`config.mk`:
```
export PLATFORM = sky130hd
export DESIGN_NAME = velocity_frame_receiver_top
export DESIGN_NICKNAME = d
export VERILOG_FILES = /design/src/rtl/core/vfr_pkg.sv /design/src/rtl/core/vfr_front.sv /design/src/rtl/core/vfr_queue.sv /design/src/rtl/core/vfr_back.sv /design/src/rtl/core/velocity_frame_receiver_top.sv
export SDC_FILE = /design/constraint.sdc
export NUM_CORES = 1
export LEC_CHECK = 0
export BUFFER_PORTS_ARGS = -buffer_cell sky130_fd_sc_hd__buf_2
export CAP_MARGIN = 20
export CORE_ASPECT_RATIO = 0.75
export CORE_MARGIN = 8
export CORE_UTILIZATION = 30
export DETAILED_ROUTE_END_ITERATION = 10
export HOLD_SLACK_MARGIN = 0.05
export SLEW_MARGIN = 5
export SYNTH_ARGS = -nofsm -noshare
export SYNTH_HDL_FRONTEND = slang
export SYNTH_SLANG_ARGS = --single-unit
```
`constraint.sdc`:
```
create_clock -name clk -period 8.7 [get_ports clk]
set_input_delay 1.74 -clock clk [delete_from_list [all_inputs] [get_ports clk]]
set_output_delay 1.74 -clock clk [all_outputs]
set_load 0.05 [all_outputs]
```
`src/rtl/core/vfr_pkg.sv`:
```
// Shared types, constants and the CRC-8 byte step for the velocity frame receiver.
package vfr_pkg;

    localparam logic [7:0] HDR_FIRST  = 8'h55;
    localparam logic [7:0] HDR_SECOND = 8'hAA;
    localparam logic [7:0] CRC_POLY   = 8'h8C;

    localparam int STORE_DEPTH = 13;
    localparam int STORE_IDX_W = $clog2(STORE_DEPTH);

    localparam int QUEUE_DEPTH = 4;
    localparam int QPTR_W      = $clog2(QUEUE_DEPTH);
    localparam int QCNT_W      = $clog2(QUEUE_DEPTH + 1);

    typedef enum logic [2:0] {
        PH_HUNT,
        PH_LEN,
        PH_DATA,
        PH_CHECK,
        PH_TAIL0,
        PH_TAIL1
    } phase_t;

    // One received byte with its header classification.
    typedef struct packed {
        logic [7:0] data;
        logic       is_second;
    } rx_item_t;

    // Reflected CRC-8, LSB first, no final xor.
    function automatic logic [7:0] crc8_step(input logic [7:0] crc, input logic [7:0] b);
        logic [7:0] c;
        c = crc ^ b;
        for (int i = 0; i < 8; i++)
        begin
            c = c[0] ? ((c >> 1) ^ CRC_POLY) : (c >> 1);
        end
        return c;
    endfunction

    localparam logic [7:0] HDR_CRC = crc8_step(crc8_step(8'h00, HDR_FIRST), HDR_SECOND);

endpackage

```
`src/rtl/core/vfr_front.sv`:
```
// Front end: accepts received bytes, tags AA header bytes and pushes to the queue.
module vfr_front (
    input  logic                in_valid,
    output logic                in_stall,
    input  logic [7:0]          rx_byte,
    input  logic                queue_full,
    output logic                push,
    output vfr_pkg::rx_item_t   push_item
);

    assign in_stall = queue_full;
    assign push     = in_valid && !queue_full;

    always_comb
    begin
        push_item.data      = rx_byte;
        push_item.is_second = (rx_byte == vfr_pkg::HDR_SECOND);
    end

endmodule

```
`src/rtl/core/vfr_queue.sv`:
```
// Short queue of classified bytes between the front end and the frame engine.
module vfr_queue (
    input  logic                clk,
    input  logic                rst_n,
    input  logic                push,
    input  vfr_pkg::rx_item_t   push_item,
    output logic                full,
    input  logic                pop,
    output logic                head_valid,
    output vfr_pkg::rx_item_t   head_item
);

    vfr_pkg::rx_item_t                  entry_reg [vfr_pkg::QUEUE_DEPTH];
    logic [vfr_pkg::QPTR_W-1:0]         wr_ptr_reg, wr_ptr_next;
    logic [vfr_pkg::QPTR_W-1:0]         rd_ptr_reg, rd_ptr_next;
    logic [vfr_pkg::QCNT_W-1:0]         count_reg, count_next;

    assign full       = (count_reg == vfr_pkg::QCNT_W'(vfr_pkg::QUEUE_DEPTH));
    assign head_valid = (count_reg != '0);
    assign head_item  = entry_reg[rd_ptr_reg];

    always_comb
    begin
        wr_ptr_next = push ? wr_ptr_reg + 1'b1 : wr_ptr_reg;
        rd_ptr_next = pop  ? rd_ptr_reg + 1'b1 : rd_ptr_reg;
        count_next  = count_reg;
        if (push && !pop)
        begin
            count_next = count_reg + 1'b1;
        end
        else if (pop && !push)
        begin
            count_next = count_reg - 1'b1;
        end
    end

    always_ff @(posedge clk or negedge rst_n)
    begin
        if (!rst_n)
        begin
            wr_ptr_reg <= '0;
            rd_ptr_reg <= '0;
            count_reg  <= '0;
        end
        else
        begin
            wr_ptr_reg <= wr_ptr_next;
            rd_ptr_reg <= rd_ptr_next;
            count_reg  <= count_next;
        end
    end

    always_ff @(posedge clk)
    begin
        if (push)
        begin
            entry_reg[wr_ptr_reg] <= push_item;
        end
    end

endmodule

```
`src/rtl/core/vfr_back.sv`:
```
// Frame engine: phase tracking, running CRC, payload store and the result register.
module vfr_back (
    input  logic                clk,
    input  logic                rst_n,
    input  logic                head_valid,
    input  vfr_pkg::rx_item_t   head_item,
    output logic                pop,
    output logic                out_valid,
    input  logic                out_stall,
    output logic                status,
    output logic [31:0]         vel_x_bits,
    output logic [31:0]         vel_y_bits,
    output logic [31:0]         yaw_rate_bits,
    output logic [7:0]          control_flag
);

    vfr_pkg::phase_t    phase_reg, phase_next;
    logic [7:0]         prev_reg, prev_next;
    logic [7:0]         len_reg, len_next;
    logic [7:0]         count_reg, count_next;
    logic [7:0]         crc_reg, crc_next;
    logic [7:0]         store_reg [vfr_pkg::STORE_DEPTH];
    logic [7:0]         store_next [vfr_pkg::STORE_DEPTH];

    logic               out_valid_reg, out_valid_next;
    logic               status_reg, status_next;
    logic [31:0]        vel_x_reg, vel_x_next;
    logic [31:0]        vel_y_reg, vel_y_next;
    logic [31:0]        yaw_reg, yaw_next;
    logic [7:0]         flag_reg, flag_next;

    logic               emit;
    logic [7:0]         b;
    logic [7:0]         crc_of_b;
    logic [8:0]         count_inc;

    // Take a beat whenever the result register is free or draining this cycle.
    assign pop       = head_valid && (!out_valid_reg || !out_stall);
    assign b         = head_item.data;
    assign crc_of_b  = vfr_pkg::crc8_step(crc_reg, b);
    assign count_inc = {1'b0, count_reg} + 9'd1;

    assign out_valid     = out_valid_reg;
    assign status        = status_reg;
    assign vel_x_bits    = vel_x_reg;
    assign vel_y_bits    = vel_y_reg;
    assign yaw_rate_bits = yaw_reg;
    assign control_flag  = flag_reg;

    always_comb
    begin
        phase_next  = phase_reg;
        prev_next   = prev_reg;
        len_next    = len_reg;
        count_next  = count_reg;
        crc_next    = crc_reg;
        store_next  = store_reg;
        emit        = 1'b0;
        status_next = status_reg;
        vel_x_next  = vel_x_reg;
        vel_y_next  = vel_y_reg;
        yaw_next    = yaw_reg;
        flag_next   = flag_reg;

        if (pop)
        begin
            unique case (phase_reg)
                vfr_pkg::PH_LEN:
                begin
                    len_next   = b;
                    crc_next   = crc_of_b;
                    count_next = '0;
                    phase_next = vfr_pkg::PH_DATA;
                end
                vfr_pkg::PH_DATA:
                begin
                    if (count_reg < 8'(vfr_pkg::STORE_DEPTH))
                    begin
                        store_next[count_reg[vfr_pkg::STORE_IDX_W-1:0]] = b;
                    end
                    // A zero length still eats one byte, kept out of the CRC.
                    if (len_reg != 8'd0)
                    begin
                        crc_next = crc_of_b;
                    end
                    if (count_inc >= {1'b0, len_reg})
                    begin
                        phase_next = vfr_pkg::PH_CHECK;
                    end
                    count_next = count_inc[7:0];
                end
                vfr_pkg::PH_CHECK:
                begin
                    if (len_reg < 8'(vfr_pkg::STORE_DEPTH))
                    begin
                        store_next[len_reg[vfr_pkg::STORE_IDX_W-1:0]] = b;
                    end
                    if (b != crc_reg)
                    begin
                        emit        = 1'b1;
                        status_next = 1'b1;
                        vel_x_next  = '0;
                        vel_y_next  = '0;
                        yaw_next    = '0;
                        flag_next   = '0;
                        phase_next  = vfr_pkg::PH_HUNT;
                        prev_next   = '0;
                        len_next    = '0;
                        count_next  = '0;
                        crc_next    = '0;
                    end
                    else
                    begin
                        phase_next = vfr_pkg::PH_TAIL0;
                    end
                end
                vfr_pkg::PH_TAIL0:
                begin
                    phase_next = vfr_pkg::PH_TAIL1;
                end
                vfr_pkg::PH_TAIL1:
                begin
                    emit        = 1'b1;
                    status_next = 1'b0;
                    vel_x_next  = {store_reg[3], store_reg[2], store_reg[1], store_reg[0]};
                    vel_y_next  = {store_reg[7], store_reg[6], store_reg[5], store_reg[4]};
                    yaw_next    = {store_reg[11], store_reg[10], store_reg[9], store_reg[8]};
                    flag_next   = store_reg[12];
                    phase_next  = vfr_pkg::PH_HUNT;
                    prev_next   = '0;
                    len_next    = '0;
                    count_next  = '0;
                    crc_next    = '0;
                end
                default:
                begin
                    // Hunt: AA after 55 opens a frame; AA never replaces the last byte.
                    if (head_item.is_second)
                    begin
                        if (prev_reg == vfr_pkg::HDR_FIRST)
                        begin
                            crc_next   = vfr_pkg::HDR_CRC;
                            count_next = '0;
                            phase_next = vfr_pkg::PH_LEN;
                        end
                    end
                    else
                    begin
                        prev_next = b;
                    end
                end
            endcase
        end

        if (pop)
        begin
            out_valid_next = emit;
        end
        else
        begin
            out_valid_next = out_valid_reg && out_stall;
        end
    end

    always_ff @(posedge clk or negedge rst_n)
    begin
        if (!rst_n)
        begin
            phase_reg     <= vfr_pkg::PH_HUNT;
            prev_reg      <= '0;
            len_reg       <= '0;
            count_reg     <= '0;
            crc_reg       <= '0;
            out_valid_reg <= 1'b0;
            for (int i = 0; i < vfr_pkg::STORE_DEPTH; i++)
            begin
                store_reg[i] <= '0;
            end
        end
        else
        begin
            phase_reg     <= phase_next;
            prev_reg      <= prev_next;
            len_reg       <= len_next;
            count_reg     <= count_next;
            crc_reg       <= crc_next;
            out_valid_reg <= out_valid_next;
            store_reg     <= store_next;
        end
    end

    // Result payload loads only when a result is produced.
    always_ff @(posedge clk)
    begin
        if (emit)
        begin
            status_reg <= status_next;
            vel_x_reg  <= vel_x_next;
            vel_y_reg  <= vel_y_next;
            yaw_reg    <= yaw_next;
            flag_reg   <= flag_next;
        end
    end

endmodule

```
`src/rtl/core/velocity_frame_receiver_top.sv`:
```
// Velocity frame receiver: byte-stream deframer with CRC-8 check, top level.
//
// Input channel: one received byte per beat on rx_byte, with in_valid/in_stall.
// Output channel: one result per frame on out_valid/out_stall: status 0 with
// the three little-endian 32-bit words and the flag byte for a good frame, or
// status 1 with zero data when the checksum byte mismatches.
// Frames are 55 AA len payload[len] crc t0 t1; the trailer is not checked.
// Throughput: one byte per cycle while out_stall is low. The front end tags
// the AA header bytes into a four-entry queue; the frame engine retires one
// queued byte per cycle unless a stalled result holds it. A frame's last
// byte is written to the queue, then the engine takes it and loads the
// result register behind out_valid; earlier bytes still queued delay it more.
// Reset clears the phase, counters, CRC, payload store and queue; the block
// starts hunting for a header and accepts bytes right away.
// While out_stall holds a valid result, the result register and the engine hold;
// bytes keep landing in the queue, and in_stall rises once four beats fill it.
module velocity_frame_receiver_top (
    input  logic        clk,
    input  logic        rst_n,
    input  logic        in_valid,
    output logic        in_stall,
    input  logic [7:0]  rx_byte,
    output logic        out_valid,
    input  logic        out_stall,
    output logic        status,
    output logic [31:0] vel_x_bits,
    output logic [31:0] vel_y_bits,
    output logic [31:0] yaw_rate_bits,
    output logic [7:0]  control_flag
);

    logic               queue_full;
    logic               push;
    vfr_pkg::rx_item_t  push_item;
    logic               pop;
    logic               head_valid;
    vfr_pkg::rx_item_t  head_item;

    vfr_front u_front (
        .in_valid   (in_valid),
        .in_stall   (in_stall),
        .rx_byte    (rx_byte),
        .queue_full (queue_full),
        .push       (push),
        .push_item  (push_item)
    );

    vfr_queue u_queue (
        .clk        (clk),
        .rst_n      (rst_n),
        .push       (push),
        .push_item  (push_item),
        .full       (queue_full),
        .pop        (pop),
        .head_valid (head_valid),
        .head_item  (head_item)
    );

    vfr_back u_back (
        .clk           (clk),
        .rst_n         (rst_n),
        .head_valid    (head_valid),
        .head_item     (head_item),
        .pop           (pop),
        .out_valid     (out_valid),
        .out_stall     (out_stall),
        .status        (status),
        .vel_x_bits    (vel_x_bits),
        .vel_y_bits    (vel_y_bits),
        .yaw_rate_bits (yaw_rate_bits),
        .control_flag  (control_flag)
    );

endmodule

```
Word-level counts from Yosys, hierarchy flattened
Memories as Yosys holds them, arrays and structs flattened.
Index checks and enable logic that the tools add are counted.
W data, S select, Z words.
{ "totals": {"register_bits": 252, "latchBits": 0, "ram_bits": 36, "rom_bits": 0, "in_bits": 12, "out_inout_bits": 107, "elab_cells": 150, "n_memories": 1} }
{ "op_classes": {"n_addsub": 5, "mul": 0, "div_mod_pow": 0, "magnitude_cmp": 7, "n_eq_ne": 15, "shift": 0, "muxes": 48, "bitwise": 13, "n_reduce_logical": 34} }
{ "mem_list": {"columns": ["name", "depth", "word_bits", "read_ports", "rd_clocked_by_memory_dff", "write_ports", "line_no", "rtl"], "rows": [
  ["u_queue.entry_reg", 4, 9, 1, 0, 1, "vfr_queue.sv:13", "vfr_pkg::rx_item_t entry_reg [vfr_pkg::QUEUE_DEPTH];"]
]} }
{ "op_table": {"columns": ["op", "count"], "rows": [
  ["$bwmux W104", 2],
  ["$mux W104", 2],
  ["$pmux W104 S2", 1],
  ["$pmux W32 S2", 3],
  ["$mux W8", 17],
  ["$demux W8 S4", 2],
  ["$pmux W8 S3", 2],
  ["$pmux W8 S5", 1],
  ["$mux W32", 1],
  ["$pmux W8 S4", 1],
  ["$not A2 Y3", 8],
  ["$mux W3", 6],
  ["$lt A8 B4 Y1 const B", 2],
  ["$pmux W8 S2", 1],
  ["$reduce_and A4 Y1", 4],
  ["$pmux W3 S5", 1],
  ["$reduce_bool A6 Y1", 2],
  ["$ge A5 B5 Y1 const B", 2],
  ["$lt A5 B1 Y1 const B", 2],
  ["$ne A2 B1 Y1 const B", 5],
  ["$not A4 Y5", 2],
  ["$reduce_bool A5 Y1", 2],
  ["$add A8 B1 Y9 const B", 1],
  ["$eq A3 B3 Y1 const B", 3],
  ["26 further kinds", 49]
]} }

Logic depth before layout (Yosys ltp)
An unclocked memory read counts as a cell.
{ "logic_depth": {"word_depth": 20, "mapped_depth": 11, "depth_no_buf": 11} }

By module
A second synthesis with hierarchy kept.
{ "unflattened": {"hier_cells": 857, "hier_area_um2": 12413.2} }
{ "modules_own_cells": {"columns": ["mod", "instances", "cells_each", "area_per_inst_um2"], "rows": [
  ["vfr_back", 1, 763, 10617.7],
  ["vfr_queue", 1, 81, 1695.4],
  ["vfr_front", 1, 13, 100.1]
]} }

Worst setup path before layout
No wires, ideal clock.
{ "synth_timing": {"kind": "in2reg", "from": "input out_stall", "to": "register u_back.flag_reg[0] (netlist: u_back.control_flag[0]), enable pin", "setup_time_ps": 476, "t_arrival_ps": 4654, "required_ps": 8224, "slack_ps": 3569, "path_stages": 4, "path_cell_list": "nand2_1 -> and2_1 -> clkbuf_1 -> and3_1"} }
{ "synth_via": {"elab_chain_len": 5} }
{ "synth_rtl": {"columns": ["item", "line_no", "rtl"], "rows": [
  ["start, declared", "velocity_frame_receiver_top.sv:24", "input logic out_stall,"],
  ["$logic_not A1 Y1 *", "vfr_back.sv:38", "assign pop = head_valid && (!out_valid_reg || !out_stall);"],
  ["$logic_or A1 B1 Y1 *", "vfr_back.sv:38", null],
  ["$logic_and A1 B1 Y1 *", "vfr_back.sv:38", null],
  ["$mux W1", "vfr_back.sv:65", "if (pop)"],
  ["$reduce_and A4 Y1 (no source line) *", null, null],
  ["end signal, assigned", "vfr_back.sv:201", "flag_reg <= flag_next;"],
  ["end, declared", "vfr_back.sv:30", "logic [7:0] flag_reg, flag_next;"]
]} }
Every way passes the cells marked *; elsewhere a longest branch is shown, timed or not.
A chain may end at the register's enable or synchronous reset.

Worst setup path after layout
{ "layout_timing": {"from": "register u_back.phase_reg[2]", "to": "register u_back.vel_x_reg[7] (netlist: u_back.vel_x_bits[7]), enable pin"} }
{ "layout_via": {"elab_chain_len": 4, "elab_cells_between_ends": 7, "cone_classes": "3 x eq/ne; 2 x mux; 2 x reduce/logical"} }
{ "layout_rtl": {"columns": ["item", "line_no", "rtl"], "rows": [
  ["start, declared", "vfr_back.sv:17", "vfr_pkg::phase_t phase_reg, phase_next;"],
  ["start signal, assigned", "vfr_back.sv:169", "phase_reg <= vfr_pkg::PH_HUNT;"],
  ["start signal, assigned", "vfr_back.sv:182", "phase_reg <= phase_next;"],
  ["$eq A3 B3 Y1 or $eq A3 B2 Y1 (tied branches)", "vfr_back.sv:67", "unique case (phase_reg)"],
  ["$pmux W1 S2", "vfr_back.sv:67", null],
  ["$mux W1", "vfr_back.sv:65", null],
  ["$reduce_and A4 Y1 (no source line) *", null, null],
  ["end signal, assigned", "vfr_back.sv:198", "vel_x_reg <= vel_x_next;"],
  ["end, declared", "vfr_back.sv:27", "logic [31:0] vel_x_reg, vel_x_next;"]
]} }
Marks and branches as above.

==> summary.md <==
| Metric | Value |
|---|---|
| CP Launch Point | `u_back.phase_reg[2]$_DFFE_PN0P_` |
| Primary FF master, synth | `dfrtp_1` |
| Seq cells post-synth | `288` |
| Final Max Slew Viols | `0` |
| Min-delay worst type | `reg -> reg` |
| CP endpoint kind | `flop` |
| Nets | `974` |
| Max FFs per register | `approximately 100` |
| Worst Path Max Fanout | `66` |
| Core Box Area | `0.0405 mm^2` |
| Seq/Total Area, Yosys | `approximately 65%` |
| Vias/cell | `4.79` |
| Dpl cell area | `between 0.01 and 0.015 mm^2` |
| Avg Synthesized Cell Area | `14.6 um^2` |
| Worst Reg2Reg Path Length in Cells | `6` |
| Die Y | `191 um` |
| Worst EP arrival | `4520 ps` |
| CP Capture Point | `u_back.vel_x_bits[7]$_SDFFCE_PP0P_` |
| Port bufs | `118` |
| Max-cap violations | `0` |
| Final Hold Vio Count | `0` |
| Root Buffer | `clkbuf_16` |
| Clock slew at reported path FFs | `60 ps` |
| Ys async rst share | `approximately half` |
| H-Tree Depth | `1` |
| Period minus WS final | `4330 ps` |
| Total number of vias | `slightly above 7000` |
| Fmax | `231 MHz` |
| Synth top area cells | `edfxtp_1, dfrtp_1, mux2_2, and3_1, ha_1` |
| Num rows | `64` |
| R2r setup slk | `4370 ps` |
| RSZ-0062 raised after global routing | `no` |
| Resize count post-CTS | `0` |
| Commonest non-fill, non-tap cell in the layout | `dfrtp_1` |
| I/O Pins | `119` |
| Antenna-violating nets left | `0` |
| Yosys Warn Count | `0` |
| CTS tree | `built` |
| Distinct cells, synth | `57` |
| Vias in the first global route | `a little over 7000` |
| Remaining DRCs | `0` |
| Req. time, crit path | `8890 ps` |
| Mapped cell area | `0.0122 mm^2` |
| Total iterations of the first detailed-routing run | `5` |
| Overflow after GRT | `0` |
| Tot GR Track Use | `11.4%` |
| RR Endpoint | `u_back.vel_x_bits[7]$_SDFFCE_PP0P_` |
| Pin slew with the least headroom to its limit | `around 1000 ps` |
| Iteration-0 DRC count of the detailed router | `586` |
| Clock Skew | `10.3 ps` |
| Crit path kind | `reg -> reg` |
| Post-Syn Nets | `868` |
| Setup violations, final | `0` |
| Pwr dens | `398 mW/mm^2` |
| FILL cells | `around 3900` |
| Final Instance Area | `roughly 0.014 mm^2` |
| Initial antenna violation count | `0` |
| Setup TNS | `0 ps` |
| Synthesized instance count | `837` |
| Die ar. | `between 0.04 and 0.05 mm^2` |
| Final period utilization | `between 40 and 50%` |
| Yosys top cell area share | `34.6%` |
| Largest net degree at the start of global routing | `107` |
| First-pass GRT wire length | `around 44000 um` |
| Chip width | `around 250 um` |
| Hold buffers post-CTS | `0` |
| Placer Congestion | `0.854` |
| Commonest non-fill, non-tap cells in the layout | `dfrtp_1, edfxtp_1, buf_2` |
| Status | `finished, final reports clean` |
| Num CTS Buffers | `30` |
| Post-CTS setup buffer count | `0` |
| Post-Route WL | `28000 um` |
| Worst-Skew Late Latency | `~560 ps` |
| Syn-to-layout area delta | `17.2%` |
| DP Wirelength | `17900 um` |
| CTS Buffer Depth | `3` |
| Worst R2R Start | `u_back.phase_reg[2]$_DFFE_PN0P_` |
| DR WL/cell | `approximately 19 um` |
| Fraction of layout instances using a drive strength above 1 | `32.1%` |
| Starting Density | `between 30% and 40%` |
| Slew Limit Headroom | `33.0%` |
| Clock sinks | `288` |
| Post-synth EDFFs | `141` |
| Crit start category | `flop` |
| Cell taking the most area after synthesis | `edfxtp_1` |
| Leak | `6.31 nW` |
| VDD IR-drop max | `about 0.17 mV` |
==> routing by layer <==
layer | wire (um) | share of wire, % | GRT usage [%] | vias to the layer above
li1 | - | - | - | 3319
met1 | 13200 | 47 | 15.8 | 3633
met2 | 13000 | 46 | 18.4 | 169
met3 | 1300 | 4.6 | 2.23 | 44
met4 | 496 | 1.8 | 2.70 | 0
met5 | 0 | 0 | 0 | -
==> cell families after synthesis <==
group	after synthesis	synth area share [%]
fa+ha+maj	19	2.01
xor+xnor	34	3.30
mux	126	12.7
buf+inv	68	2.41
compound gates	64	3.65
simple gates	238	11.1
flops	288	64.7
==> metrics by stage <==
step	power (mW)	utilization (%)	setup slack [ps]	hold slack, ps	instances
2_1_floorplan	3.89	-	3570	447	837
3_3_place_gp	4.40	32.8	4470	467	1438
3_5_place_dp	4.43	32.8	4370	471	1438
4_1_cts	5.75	35.3	4340	481	1494
5_1_grt	6.01	35.4	4010	516	1495
6_report	5.70	35.4	4370	482	1496
==> cell usage after synthesis, types with 3 or more instances <==
| library cell | number |
|---|---|
| dfrtp_1 | 147 |
| and2_1 | 8 |
| buf_2 | 4 |
| nand2_1 | 18 |
| mux2_2 | 107 |
| nor3_1 | 8 |
| and3_1 | 107 |
| a21o_1 | 4 |
| xor2_1 | 7 |
| xnor2_4 | 4 |
| nor2b_1 | 13 |
| clkbuf_1 | 40 |
| o21ai_0 | 6 |
| edfxtp_1 | 141 |
| mux2_4 | 8 |
| nor2_1 | 31 |
| buf_6 | 3 |
| nand4_1 | 7 |
| nand3_1 | 27 |
| mux4_2 | 7 |
| a41o_1 | 6 |
| a22o_1 | 10 |
| a21oi_1 | 23 |
| xnor2_1 | 20 |
| ha_1 | 18 |
| inv_1 | 17 |
==> power by group <==
| group | internal (mW) | switching (mW) |
|---|---|---|
| clock network | 0.771 | 0.531 |
| registers | 1.89 | 0.236 |
| logic | 0.796 | 1.47 |
==> layout make-up <==
class | count | area (um^2) | area share [%]
multi-input combinational | 481 | 4030 | 28.2
timing repair buffer | 123 | 632 | 4.41
clock inverter | 19 | 215 | 1.50
clock buffer | 37 | 797 | 5.56
sequential | 288 | 7910 | 55.2
tap | 528 | 661 | 4.61
inverter | 19 | 71.3 | 0.498
antenna | 1 | 2.50 | 0.0175
==> worst max-delay path, stage by stage, from the launching register on <==
cell     delay, ps
dfrtp_2        930
buf_4          560
nor2b_1        310
nand2_1        500
or4_1          210
and3_4         600
buf_4          710
==> worst min-delay path by stage <==
stage	startpoint	to	slack [ps]	cells after the start
finish	u_queue.count_reg[2]$_DFFE_PN0P_	u_queue.count_reg[2]$_DFFE_PN0P_	480	1
global route	u_back.store_reg[44]$_DFFE_PN0P_	u_back.store_reg[44]$_DFFE_PN0P_	520	1
CTS	u_queue.count_reg[2]$_DFFE_PN0P_	u_queue.count_reg[2]$_DFFE_PN0P_	480	1
detailed placement	u_queue.count_reg[2]$_DFFE_PN0P_	u_queue.count_reg[2]$_DFFE_PN0P_	470	1
global placement	u_queue.count_reg[2]$_DFFE_PN0P_	u_queue.count_reg[2]$_DFFE_PN0P_	470	1
floorplan	u_queue.count_reg[2]$_DFFE_PN0P_	u_queue.count_reg[2]$_DFFE_PN0P_	450	1
No activity file was read; power rests on OpenSTA's default activity.
